$ cat src/rtl/core/hspd_pkg.sv
// package for the humidity sensor pulse decoder
// widths, register indexes, reset values and shared beat types; no dependencies
`timescale 1ns / 1ps

package hspd_pkg;

    localparam int DUR_W          = 16;
    localparam int CFG_W          = 16;
    localparam int NUM_REGS       = 8;
    localparam int CFG_ADDR_W     = 3;
    localparam int FRAME_BYTES_DEF = 5;
    localparam int HUM_W          = 16;
    localparam int TEMP_W         = 15;

    localparam logic [DUR_W-1:0] RELEASE_MIN = 16'd30;

    localparam logic [CFG_ADDR_W-1:0] REG_RELEASE_MAX   = 3'd0;
    localparam logic [CFG_ADDR_W-1:0] REG_RESPONSE_MIN  = 3'd1;
    localparam logic [CFG_ADDR_W-1:0] REG_RESPONSE_MAX  = 3'd2;
    localparam logic [CFG_ADDR_W-1:0] REG_BIT_LOW_MIN   = 3'd3;
    localparam logic [CFG_ADDR_W-1:0] REG_BIT_LOW_MAX   = 3'd4;
    localparam logic [CFG_ADDR_W-1:0] REG_BIT_HIGH_MIN  = 3'd5;
    localparam logic [CFG_ADDR_W-1:0] REG_BIT_HIGH_MAX  = 3'd6;
    localparam logic [CFG_ADDR_W-1:0] REG_ONE_THRESHOLD = 3'd7;

    localparam logic [CFG_W-1:0] RST_RELEASE_MAX   = 16'd410;
    localparam logic [CFG_W-1:0] RST_RESPONSE_MIN  = 16'd140;
    localparam logic [CFG_W-1:0] RST_RESPONSE_MAX  = 16'd180;
    localparam logic [CFG_W-1:0] RST_BIT_LOW_MIN   = 16'd85;
    localparam logic [CFG_W-1:0] RST_BIT_LOW_MAX   = 16'd150;
    localparam logic [CFG_W-1:0] RST_BIT_HIGH_MIN  = 16'd34;
    localparam logic [CFG_W-1:0] RST_BIT_HIGH_MAX  = 16'd165;
    localparam logic [CFG_W-1:0] RST_ONE_THRESHOLD = 16'd96;

    typedef struct packed {
        logic [CFG_W-1:0] release_max;
        logic [CFG_W-1:0] response_min;
        logic [CFG_W-1:0] response_max;
        logic [CFG_W-1:0] bit_low_min;
        logic [CFG_W-1:0] bit_low_max;
        logic [CFG_W-1:0] bit_high_min;
        logic [CFG_W-1:0] bit_high_max;
        logic [CFG_W-1:0] one_threshold;
    } cfg_t;

    typedef struct packed {
        logic             valid;
        logic             start;
        logic [DUR_W-1:0] duration;
    } in_beat_t;

    typedef struct packed {
        logic              ok;
        logic [HUM_W-1:0]  humidity;
        logic [TEMP_W-1:0] temperature;
        logic              negative;
    } result_t;

endpackage

$ cat src/rtl/core/hspd_cfg_regs.sv
// configuration register file of the pulse decoder
// depends on hspd_pkg
`timescale 1ns / 1ps

module hspd_cfg_regs (
    input  logic                           aclk,
    input  logic                           aresetn,
    input  logic                           cfg_we,
    input  logic [hspd_pkg::CFG_ADDR_W-1:0] cfg_addr,
    input  logic [hspd_pkg::CFG_W-1:0]     cfg_wdata,
    output hspd_pkg::cfg_t                 cfg
);
    import hspd_pkg::*;

    cfg_t cfg_reg;

    always_ff @(posedge aclk) begin
        if (!aresetn) begin
            cfg_reg.release_max   <= RST_RELEASE_MAX;
            cfg_reg.response_min  <= RST_RESPONSE_MIN;
            cfg_reg.response_max  <= RST_RESPONSE_MAX;
            cfg_reg.bit_low_min   <= RST_BIT_LOW_MIN;
            cfg_reg.bit_low_max   <= RST_BIT_LOW_MAX;
            cfg_reg.bit_high_min  <= RST_BIT_HIGH_MIN;
            cfg_reg.bit_high_max  <= RST_BIT_HIGH_MAX;
            cfg_reg.one_threshold <= RST_ONE_THRESHOLD;
        end else if (cfg_we) begin
            case (cfg_addr)
                REG_RELEASE_MAX:   cfg_reg.release_max   <= cfg_wdata;
                REG_RESPONSE_MIN:  cfg_reg.response_min  <= cfg_wdata;
                REG_RESPONSE_MAX:  cfg_reg.response_max  <= cfg_wdata;
                REG_BIT_LOW_MIN:   cfg_reg.bit_low_min   <= cfg_wdata;
                REG_BIT_LOW_MAX:   cfg_reg.bit_low_max   <= cfg_wdata;
                REG_BIT_HIGH_MIN:  cfg_reg.bit_high_min  <= cfg_wdata;
                REG_BIT_HIGH_MAX:  cfg_reg.bit_high_max  <= cfg_wdata;
                REG_ONE_THRESHOLD: cfg_reg.one_threshold <= cfg_wdata;
                default: ;
            endcase
        end
    end

    assign cfg = cfg_reg;

endmodule

$ cat src/rtl/core/hspd_in_stage.sv
// input register stage: holds one accepted duration beat for the decoder
// depends on hspd_pkg
`timescale 1ns / 1ps

module hspd_in_stage (
    input  logic                      aclk,
    input  logic                      aresetn,
    input  logic                      s_tvalid,
    output logic                      s_tready,
    input  logic [hspd_pkg::DUR_W-1:0] s_tdata,
    input  logic                      s_tuser,
    input  logic                      take,
    output hspd_pkg::in_beat_t        beat
);
    import hspd_pkg::*;

    logic             valid_reg;
    logic             start_reg;
    logic [DUR_W-1:0] duration_reg;
    logic             load;

    assign s_tready = !valid_reg || take;
    assign load     = s_tvalid && s_tready;

    always_ff @(posedge aclk) begin
        if (!aresetn) begin
            valid_reg <= 1'b0;
        end else if (load) begin
            valid_reg <= 1'b1;
        end else if (take) begin
            valid_reg <= 1'b0;
        end
    end

    always_ff @(posedge aclk) begin
        if (load) begin
            start_reg    <= s_tuser;
            duration_reg <= s_tdata;
        end
    end

    assign beat.valid    = valid_reg;
    assign beat.start    = start_reg;
    assign beat.duration = duration_reg;

endmodule

$ cat src/rtl/core/hspd_frame_decode.sv
// frame decoder: window checks, bit shift, checksum and result register
// depends on hspd_pkg
`timescale 1ns / 1ps

module hspd_frame_decode #(
    parameter int FRAME_BYTES = hspd_pkg::FRAME_BYTES_DEF
) (
    input  logic               aclk,
    input  logic               aresetn,
    input  hspd_pkg::cfg_t     cfg,
    input  hspd_pkg::in_beat_t beat,
    output logic               take,
    output logic               res_valid,
    input  logic               res_ready,
    output hspd_pkg::result_t  res
);
    import hspd_pkg::*;

    localparam int TOTAL  = 3 + 16 * FRAME_BYTES;
    localparam int PH_W   = $clog2(TOTAL);
    localparam int BITS_W = 8 * FRAME_BYTES;
    localparam logic [PH_W-1:0] PH_LAST = PH_W'(TOTAL - 1);

    logic [PH_W-1:0]   phase_reg, phase_next;
    logic [BITS_W-1:0] bits_reg, bits_next;
    logic              idle_reg, idle_next;
    logic              out_valid_reg;
    result_t           out_reg, out_next;
    logic              emit;

    logic [PH_W-1:0]   p_eff;
    logic [BITS_W-1:0] bits_eff, bits_new;
    logic              skip, win_ok, is_high, last, chk_ok;
    logic [DUR_W-1:0]  d;
    logic [7:0]        byte_w [8];
    logic [7:0]        sum;

    assign take = beat.valid && (!out_valid_reg || res_ready);
    assign d    = beat.duration;

    always_comb begin
        p_eff    = beat.start ? '0 : phase_reg;
        bits_eff = beat.start ? '0 : bits_reg;
        skip     = !beat.start && idle_reg;
        is_high  = 1'b0;
        if (p_eff == '0) begin
            win_ok = (d >= RELEASE_MIN) && (d <= cfg.release_max);
        end else if (p_eff < PH_W'(3)) begin
            win_ok = (d >= cfg.response_min) && (d <= cfg.response_max);
        end else if (p_eff[0]) begin
            win_ok = (d >= cfg.bit_low_min) && (d <= cfg.bit_low_max);
        end else begin
            win_ok  = (d >= cfg.bit_high_min) && (d <= cfg.bit_high_max);
            is_high = 1'b1;
        end
        bits_new = is_high ? {bits_eff[BITS_W-2:0], (d > cfg.one_threshold)} : bits_eff;
        last     = (p_eff == PH_LAST);
    end

    // byte k of the frame, MSB first; missing bytes read as zero
    genvar k;
    generate
        for (k = 0; k < 8; k++) begin : g_byte
            if (k < FRAME_BYTES) begin : g_have
                assign byte_w[k] = bits_new[8*(FRAME_BYTES-1-k) +: 8];
            end else begin : g_none
                assign byte_w[k] = 8'd0;
            end
        end
    endgenerate

    always_comb begin
        sum = 8'd0;
        for (int i = 0; i < FRAME_BYTES - 1; i++) begin
            sum = sum + byte_w[i];
        end
        chk_ok = (sum == byte_w[FRAME_BYTES-1]);
    end

    always_comb begin
        phase_next = phase_reg;
        bits_next  = bits_reg;
        idle_next  = idle_reg;
        emit       = 1'b0;
        out_next   = '0;
        if (take && !skip) begin
            if (!win_ok) begin
                phase_next = p_eff;
                bits_next  = bits_eff;
                idle_next  = 1'b1;
                emit       = 1'b1;
            end else if (last) begin
                phase_next = '0;
                bits_next  = bits_new;
                idle_next  = 1'b1;
                emit       = 1'b1;
                if (chk_ok) begin
                    out_next.ok          = 1'b1;
                    out_next.humidity    = {byte_w[0], byte_w[1]};
                    out_next.temperature = {byte_w[2][6:0], byte_w[3]};
                    out_next.negative    = byte_w[2][7];
                end
            end else begin
                phase_next = p_eff + PH_W'(1);
                bits_next  = bits_new;
                idle_next  = 1'b0;
            end
        end
    end

    always_ff @(posedge aclk) begin
        if (!aresetn) begin
            phase_reg     <= '0;
            bits_reg      <= '0;
            idle_reg      <= 1'b1;
            out_valid_reg <= 1'b0;
        end else begin
            phase_reg <= phase_next;
            bits_reg  <= bits_next;
            idle_reg  <= idle_next;
            if (take && emit) begin
                out_valid_reg <= 1'b1;
            end else if (res_ready) begin
                out_valid_reg <= 1'b0;
            end
        end
    end

    always_ff @(posedge aclk) begin
        if (take && emit) begin
            out_reg <= out_next;
        end
    end

    assign res_valid = out_valid_reg;
    assign res       = out_reg;

`ifndef SYNTHESIS
    a_err_zero: assert property (@(posedge aclk) disable iff (!aresetn)
        out_valid_reg && !out_reg.ok |->
            out_reg.humidity == '0 && out_reg.temperature == '0 && !out_reg.negative)
        else $error("error result with nonzero payload");

    a_phase_range: assert property (@(posedge aclk) disable iff (!aresetn)
        phase_reg <= PH_LAST)
        else $error("phase index beyond frame length");

    a_idle_after_result: assert property (@(posedge aclk) disable iff (!aresetn)
        take && emit |=> idle_reg && out_valid_reg)
        else $error("decoder not idle after result");

    a_no_take_when_full: assert property (@(posedge aclk) disable iff (!aresetn)
        out_valid_reg && !res_ready |-> !take)
        else $error("beat consumed while result register blocked");
`endif

endmodule

$ cat src/rtl/core/humidity_sensor_pulse_decoder_top.sv
// the read's last beat passes the input register, then the result register raises m_tvalid
// throughput: one beat per cycle unless stalled, from the single compare and shift stage
// a result held in the output register with m_tready low stalls the decoder; one more beat
// waits in the input register, then s_tready drops until the result beat leaves
// reset: synchronous active-low aresetn restores register defaults and waits for a start beat
// depends on hspd_pkg, hspd_cfg_regs, hspd_in_stage, hspd_frame_decode
`timescale 1ns / 1ps

module humidity_sensor_pulse_decoder_top #(
    parameter int FRAME_BYTES = hspd_pkg::FRAME_BYTES_DEF
) (
    input  logic                            aclk,
    input  logic                            aresetn,
    input  logic                            s_tvalid,
    output logic                            s_tready,
    input  logic [15:0]                     s_tdata,    // duration
    input  logic                            s_tuser,    // frame_start
    output logic                            m_tvalid,
    input  logic                            m_tready,
    output logic [31:0]                     m_tdata,    // humidity, temperature, negative
    output logic                            m_tuser,    // ok
    input  logic                            cfg_we,
    input  logic [hspd_pkg::CFG_ADDR_W-1:0] cfg_addr,
    input  logic [hspd_pkg::CFG_W-1:0]      cfg_wdata
);
    import hspd_pkg::*;

    cfg_t     cfg;
    in_beat_t beat;
    result_t  res;
    logic     take;

    hspd_cfg_regs u_cfg (
        .aclk      (aclk),
        .aresetn   (aresetn),
        .cfg_we    (cfg_we),
        .cfg_addr  (cfg_addr),
        .cfg_wdata (cfg_wdata),
        .cfg       (cfg)
    );

    hspd_in_stage u_in (
        .aclk     (aclk),
        .aresetn  (aresetn),
        .s_tvalid (s_tvalid),
        .s_tready (s_tready),
        .s_tdata  (s_tdata),
        .s_tuser  (s_tuser),
        .take     (take),
        .beat     (beat)
    );

    hspd_frame_decode #(
        .FRAME_BYTES (FRAME_BYTES)
    ) u_dec (
        .aclk      (aclk),
        .aresetn   (aresetn),
        .cfg       (cfg),
        .beat      (beat),
        .take      (take),
        .res_valid (m_tvalid),
        .res_ready (m_tready),
        .res       (res)
    );

    assign m_tdata = {res.negative, res.temperature, res.humidity};
    assign m_tuser = res.ok;

endmodule

$ cat config.mk
export PLATFORM = sky130hd
export DESIGN_NAME = humidity_sensor_pulse_decoder_top
export DESIGN_NICKNAME = d
export VERILOG_FILES = /design/src/rtl/core/hspd_pkg.sv /design/src/rtl/core/hspd_cfg_regs.sv /design/src/rtl/core/hspd_in_stage.sv /design/src/rtl/core/hspd_frame_decode.sv /design/src/rtl/core/humidity_sensor_pulse_decoder_top.sv
export SDC_FILE = /design/constraint.sdc
export NUM_CORES = 1
export LEC_CHECK = 0
export BUFFER_PORTS_ARGS = -buffer_cell sky130_fd_sc_hd__buf_2
export CAP_MARGIN = 10
export CORE_AREA = 2 2 217 112
export CTS_CLUSTER_DIAMETER = 30
export DETAILED_ROUTE_END_ITERATION = 6
export DIE_AREA = 0 0 219 114
export PLACE_DENSITY = 0.76
export REMOVE_ABC_BUFFERS = 1
export SYNTH_ARGS = -nofsm -noshare
export SYNTH_HDL_FRONTEND = slang
export SYNTH_SLANG_ARGS = --single-unit
export TNS_END_PERCENT = 100
$ cat constraint.sdc
create_clock -name aclk -period 4.77 [get_ports aclk]
set_input_delay 1.431 -clock aclk [delete_from_list [all_inputs] [get_ports aclk]]
set_output_delay 1.431 -clock aclk [all_outputs]
set_load 0.01 [all_outputs]
# == Yosys cells after proc, flatten, opt, wreduce, memory -nomap -nowiden ==
# Index checks and enable logic that the tools add are counted.
# op_classes
n_addsub,4
magnitude_cmp,10
n_eq_ne,9
muxes,20
n_reduce_logical,29
# ops
cell,n
$mux 40,3
$le 16x16->1,4
$ge 16x16->1,3
$mux 33,1
$add 8x8->8,3
$mux 7,3
$ge 16x5->1 const B,1
$gt 16x16->1,1
$reduce_and 2->1,8
$mux 1,13
$eq 3x3->1 const B,4
$logic_and 1x1->1,9
$eq 8x8->1,1
$add 7x1->7 const B,1
$eq 7x7->1 const B,1
$logic_not 7->1,1
$lt 7x2->1 const B,1
$eq 3x2->1 const B,2
$logic_not 1->1,4
$reduce_and 4->1,1
$reduce_bool 2->1,2
$eq 3x1->1 const B,1
$logic_not 3->1,1
$reduce_and 3->1,1
$logic_or 1x1->1,2
# totals
ff_bits,228
inputBits,41
output_inout_bits,35

# == Longest topological paths before layout ==
# depth
depth_word,10
ltp_mapped,23

# == Cells and area by module ==
# A second synthesis with hierarchy kept.
# unflattened
cells_unflattened,1382
area_unflattened_um2,13092.6
# by_module_without_submodules
module,instances,cells_each,area_each_um2
hspd_frame_decode,1,903,7717.4
hspd_cfg_regs,1,455,4792.1
hspd_in_stage,1,24,583.1

# == Least setup slack after synthesis ==
# OpenSTA, ideal clock, no wires.
# synth_path
kind,register -> register
start,register u_dec.phase_reg[4]
end,register u_dec.out_reg (netlist bit u_dec.res[8]) (data pin)
arrival_ns,4.756
required_time_ns,4.624
setup_slack_ns,-0.132
path_stages_with_launch,23
path_buffers,3
synth_period_minus_slack_ns,4.902
path_cell_list,dfxtp_1 nor2_2 a21oi_2 clkbuf_1 clkbuf_1 nand2_1 a21oi_1 inv_1 fa_1 inv_1 fa_1 inv_1 fa_1 nor2b_1 o21ai_1 a21oi_1 o21a_1 nor2_1 xnor3_1 nor4_1 and4_4 buf_4 a21boi_1
# synth_via
elab_chain_len,10
word_cells_on_any_way,14
# synth_lines
item,line_no,source
"start, declared",hspd_frame_decode.sv:24,"logic [PH_W-1:0] phase_reg, phase_next;"
"start signal, assigned",hspd_frame_decode.sv:118,phase_reg <= phase_next;
$mux 7 (*),hspd_frame_decode.sv:42,p_eff = beat.start ? '0 : phase_reg;
$lt 7x2->1,hspd_frame_decode.sv:48,end else if (p_eff < PH_W'(3)) begin
$mux 1,hspd_frame_decode.sv:48,
$mux 1,hspd_frame_decode.sv:46,if (p_eff == '0) begin
$mux 40,hspd_frame_decode.sv:56,"bits_new = is_high ? {bits_eff[BITS_W-2:0], (d > cfg.one_threshold)} : bits_eff;"
$add 8x8->8 (3 in a row),hspd_frame_decode.sv:75,sum = sum + byte_w[i];
$eq 8x8->1,hspd_frame_decode.sv:77,chk_ok = (sum == byte_w[FRAME_BYTES-1]);
$reduce_and 4->1 (no line),-,
"end signal, assigned",hspd_frame_decode.sv:131,out_reg <= out_next;
"end, declared",hspd_frame_decode.sv:28,"result_t out_reg, out_next;"
# Mark *: on every way between the ends. The rest lies on a longest branch, timed or not.
# A chain may end at the register's enable or synchronous reset.

# == Final worst setup path ==
# layout_path
start,register u_in.start_reg
end,register u_dec.out_reg (netlist bit u_dec.res[13]) (data pin)
# layout_via
elab_chain_len,10
word_cells_on_any_way,21
# layout_lines
item,line_no,source
"start, declared",hspd_in_stage.sv:18,logic start_reg;
"start signal, assigned",hspd_in_stage.sv:37,start_reg <= s_tuser;
$mux 7,hspd_frame_decode.sv:42,
$lt 7x2->1 or $mux 1 (tied branches),"hspd_frame_decode.sv:48, hspd_frame_decode.sv:50",
$mux 1,hspd_frame_decode.sv:48,
$mux 1,hspd_frame_decode.sv:46,
$mux 40,hspd_frame_decode.sv:56,
$add 8x8->8 (3 in a row),hspd_frame_decode.sv:75,
$eq 8x8->1,hspd_frame_decode.sv:77,
$reduce_and 4->1 (no line),-,
# Parallel ways exist; a longest one is shown, timed or not.

==> impl_metrics.toml <==
[placed_design]
io_buffers = 75
gpl.final_weighted_congestion = 0.906
placement.cell_area_sq_um = 13600
detailedPlace.worstSlack_ns = -0.246
detailed_place_hpwl_um = 26100

[worst_setup_path]
timing_worst_setup_path_type = "flip-flop to flip-flop"
critical_path.n_buffers_inverters = 4
start_kind = "flip-flop"
critical_path_maximum_fanout = 44
cp_data_required_time_ns = 5.15
crit_path_top_delay_cell = "sky130_fd_sc_hd__edfxtp_1"
type_of_destination_of_the_critical_path = "flip-flop"
worstPathCellList = "buf_12 -> a21oi_2 -> inv_1 -> fa_1 -> inv_1 -> fa_1 -> ha_4 -> nor2b_2 -> o21ai_2 -> a21oi_2 -> o21a_1 -> nor2_1 -> xnor3_1 -> nor4_4 -> buf_4 -> and4_4 -> and2_1"
worst_ep_arrival_ns = 5.12
crit_family = "adder cells"
max_stage_delay_ns = 0.68

[global_route]
grt_start_max_net_pins = 45
grt_antenna_before_repair = 2
grt_first_pass_wirelength_um = 58400
overflow = 0
grt_pass1_vias = 10600
groute.usage.overall_pct = 30.4

[cells_and_area]
largest_register_ffs = 128
share_of_cells_above_drive_strength_1_pct = 15.7
flow.area_growth_from_synthesis_pct = 18.4
design_area_sq_um = 15100
design.final.nets = 1791

[sta]
timing_max_transition_violations_final = 0
fmax_ghz = 0.211
worst_slew_margin_rel_pct = 36.7
timing.final.crit_period_ns = 4.74
finalHoldViolCount = 0
finClkSkew_ns = 0.0103
setup_violations = 0
worst_max_slew_pin_slew_ns = 0.948
finalWorstSetupSlack_ns = 0.0333
post-route-period-util_pct = 99.3
setup_repair_after_global_routing_missed_its_margin = "true"

[routing]
post-route-drc-count = 0
drt-vias-per-instance = 5.81
wire_length_per_cell_after_detailed_routing_um = 19.3
drt_iter0_markers = 1349
detail_route.first_pass.iterations = 6
vias = 11300
total_wire_length_after_detailed_routing_um = 37300
ant_nets = 0

[yosys]
share_of_flip_flops_with_an_asynchronous_set_or_reset_after_synthesis_pct = 0
share_of_the_yosys_chip_area_belonging_to_registers_pct = 39.8
synth-edff-count = 50
synth_top_flop_cell = "sky130_fd_sc_hd__dfxtp_1"
synth.top_cell.area_share_pct = 28.0
syn-cell-area_sq_um = 12700
synth_seq_cells = 228
postSynthAreaPerCell_sq_um = 8.47
yosys.area.top_type = "sky130_fd_sc_hd__dfxtp_1"
synth_warnings = 0
synthCells = 1504
dominant_cells_by_area_after_synthesis = "sky130_fd_sc_hd__dfxtp_1 (28%), sky130_fd_sc_hd__ha_1 (14%), sky130_fd_sc_hd__edfxtp_1 (12%)"
ys_types = 68

[clocking]
cts_htree_levels = 2
numClockSinks = 228
cts_hold_buffers = 0
clk_latency_ns = 0.51
cts.path.max_buffers = 3
clk_root_buffer_cell = "sky130_fd_sc_hd__clkbuf_16"
number_of_cts_inserted_buffers = 35
clk_pin_slew_ns = 0.06
cts_tree = "built"

[die]
design.die.area_sq_um = 25000
initial_utilization_pct = 54.6
die-width_um = 219
num_io_pins = 76
die_height_um = 114
placement_rows = 40
design.core.area_sq_um = 23300

[power_and_ir_drop]
p_per_area_nw_per_um2 = 344
total_leakage_power_nw = 5.96
vdd.ir_drop.worst_v = 0.000272

[worst_hold_path]
worst_hold_path_type = "flip-flop to flip-flop"

[run_status]
outcome = "finished, final reports clean"

[run]
count_of_max_cap_constraint_violations = 0
[kinds of logic (layout without fill, tap and decap cells)]
logic type                 after synthesis  after routing  share of synthesized area (%)
AOI/OAI and AO/OA                      360            360                           18.0
xor gates and xnor gates                19             19                           1.41
adders and majority gates              152            152                           15.8
buffers and inverters                  249            365                           7.81
DFF                                    228            228                           39.8
other                                    0              1                              0
and+or+nand+nor                        496            498                           17.2
[power breakdown]
part           internal (mW)  switching (mW)  total (mW)
Sequential              2.01          0.0487        2.06
Clock                   1.73           0.953        2.68
Combinational          0.157           0.291       0.448
[cell usage in the layout (no fill, tap or decap), types with 20 or more instances in the layout]
cell and n:
sky130_fd_sc_hd__inv_1 164, sky130_fd_sc_hd__dfxtp_1 176, sky130_fd_sc_hd__ha_1 135, sky130_fd_sc_hd__edfxtp_1 50
sky130_fd_sc_hd__clkbuf_16 37, sky130_fd_sc_hd__o21ai_0 20, sky130_fd_sc_hd__a21oi_1 166, sky130_fd_sc_hd__nor2_1 24
sky130_fd_sc_hd__o211ai_1 35, sky130_fd_sc_hd__and2_1 25, sky130_fd_sc_hd__nand3_1 23, sky130_fd_sc_hd__a22o_1 30
sky130_fd_sc_hd__buf_4 53, sky130_fd_sc_hd__nand2_1 339, sky130_fd_sc_hd__nand4_1 22, sky130_fd_sc_hd__buf_2 75
[stage by stage]
step,total power [mW],instances,setup TNS (ns),utilization (%),hold WS (ns)
after detailed placement,2.52,1864,-5.59,58.1,0.447
after floorplan,2.33,1425,-9.83,-,0.436
after CTS,5.19,1932,0,64.0,0.453
after global routing,5.35,1938,-2.45,64.6,0.464
final,5.19,1938,0,64.6,0.454
after global placement,2.50,1864,0,58.1,0.441
[worst paths after layout]
path,from,end,slack [ns],depth (start not counted)
max,u_in.start_reg,u_dec.res[13],0.03,17
min,u_cfg.cfg[73],u_cfg.cfg[73],0.45,2
max reg2reg,u_in.start_reg,u_dec.res[13],0.03,17
min reg2reg,u_cfg.cfg[73],u_cfg.cfg[73],0.45,2
[Yosys cell counts (all sizes together) (2+ instances only)]
master,n
a2111oi,2
a211o,2
a211oi,7
a21boi,6
a21o,15
a21oi,188
a221oi,4
a22o,30
a2bb2oi,2
a31o,5
a31oi,6
a32o,12
and2,31
and3,6
and4,8
buf,13
clkbuf,66
dfxtp,178
edfxtp,50
fa,14
ha,138
inv,170
nand2,341
nand2b,5
nand3,23
nand4,22
nor2,28
nor2b,11
nor3,9
nor4,5
o2111ai,2
o211ai,36
o21a,8
o21ai,24
o311ai,2
o31ai,2
or3,2
or3b,2
xnor2,16
xor2,2
[metal layers]
layer,track usage [%],share of wire (%),vias up,wire length [um]
li1,-,-,5340,-
met1,46.4,47,5225,17500
met2,38.7,37,637,13800
met3,12.7,15,63,5440
met4,6.62,1.4,0,522
met5,0,0,-,0
[repair_timing]
action | CTS | global route
gates cloned | 2 | 0
resized for setup | 16 | 35
endpoints found under the setup margin | 33 | 33
setup buffers | 5 | 5
pin swaps | 8 | 9
[tightest hold or removal path, stage by stage, from the launching register on]
cell and delay, ns:
sky130_fd_sc_hd__dfxtp_1 0.31, sky130_fd_sc_hd__nand2_1 0.05, sky130_fd_sc_hd__a21oi_1 0.05
[area by class of cell]
class	count	area (sq um)
repair buffers	134	858
diodes	1	2.50
multi-input cells	1029	6890
flip-flops and latches	228	5070
fillers	1912	8250
clock buffers	42	965
well taps	315	394
clock inverters	19	258
inverters	170	638
Note: power is estimated with default switching activity, not from simulation.
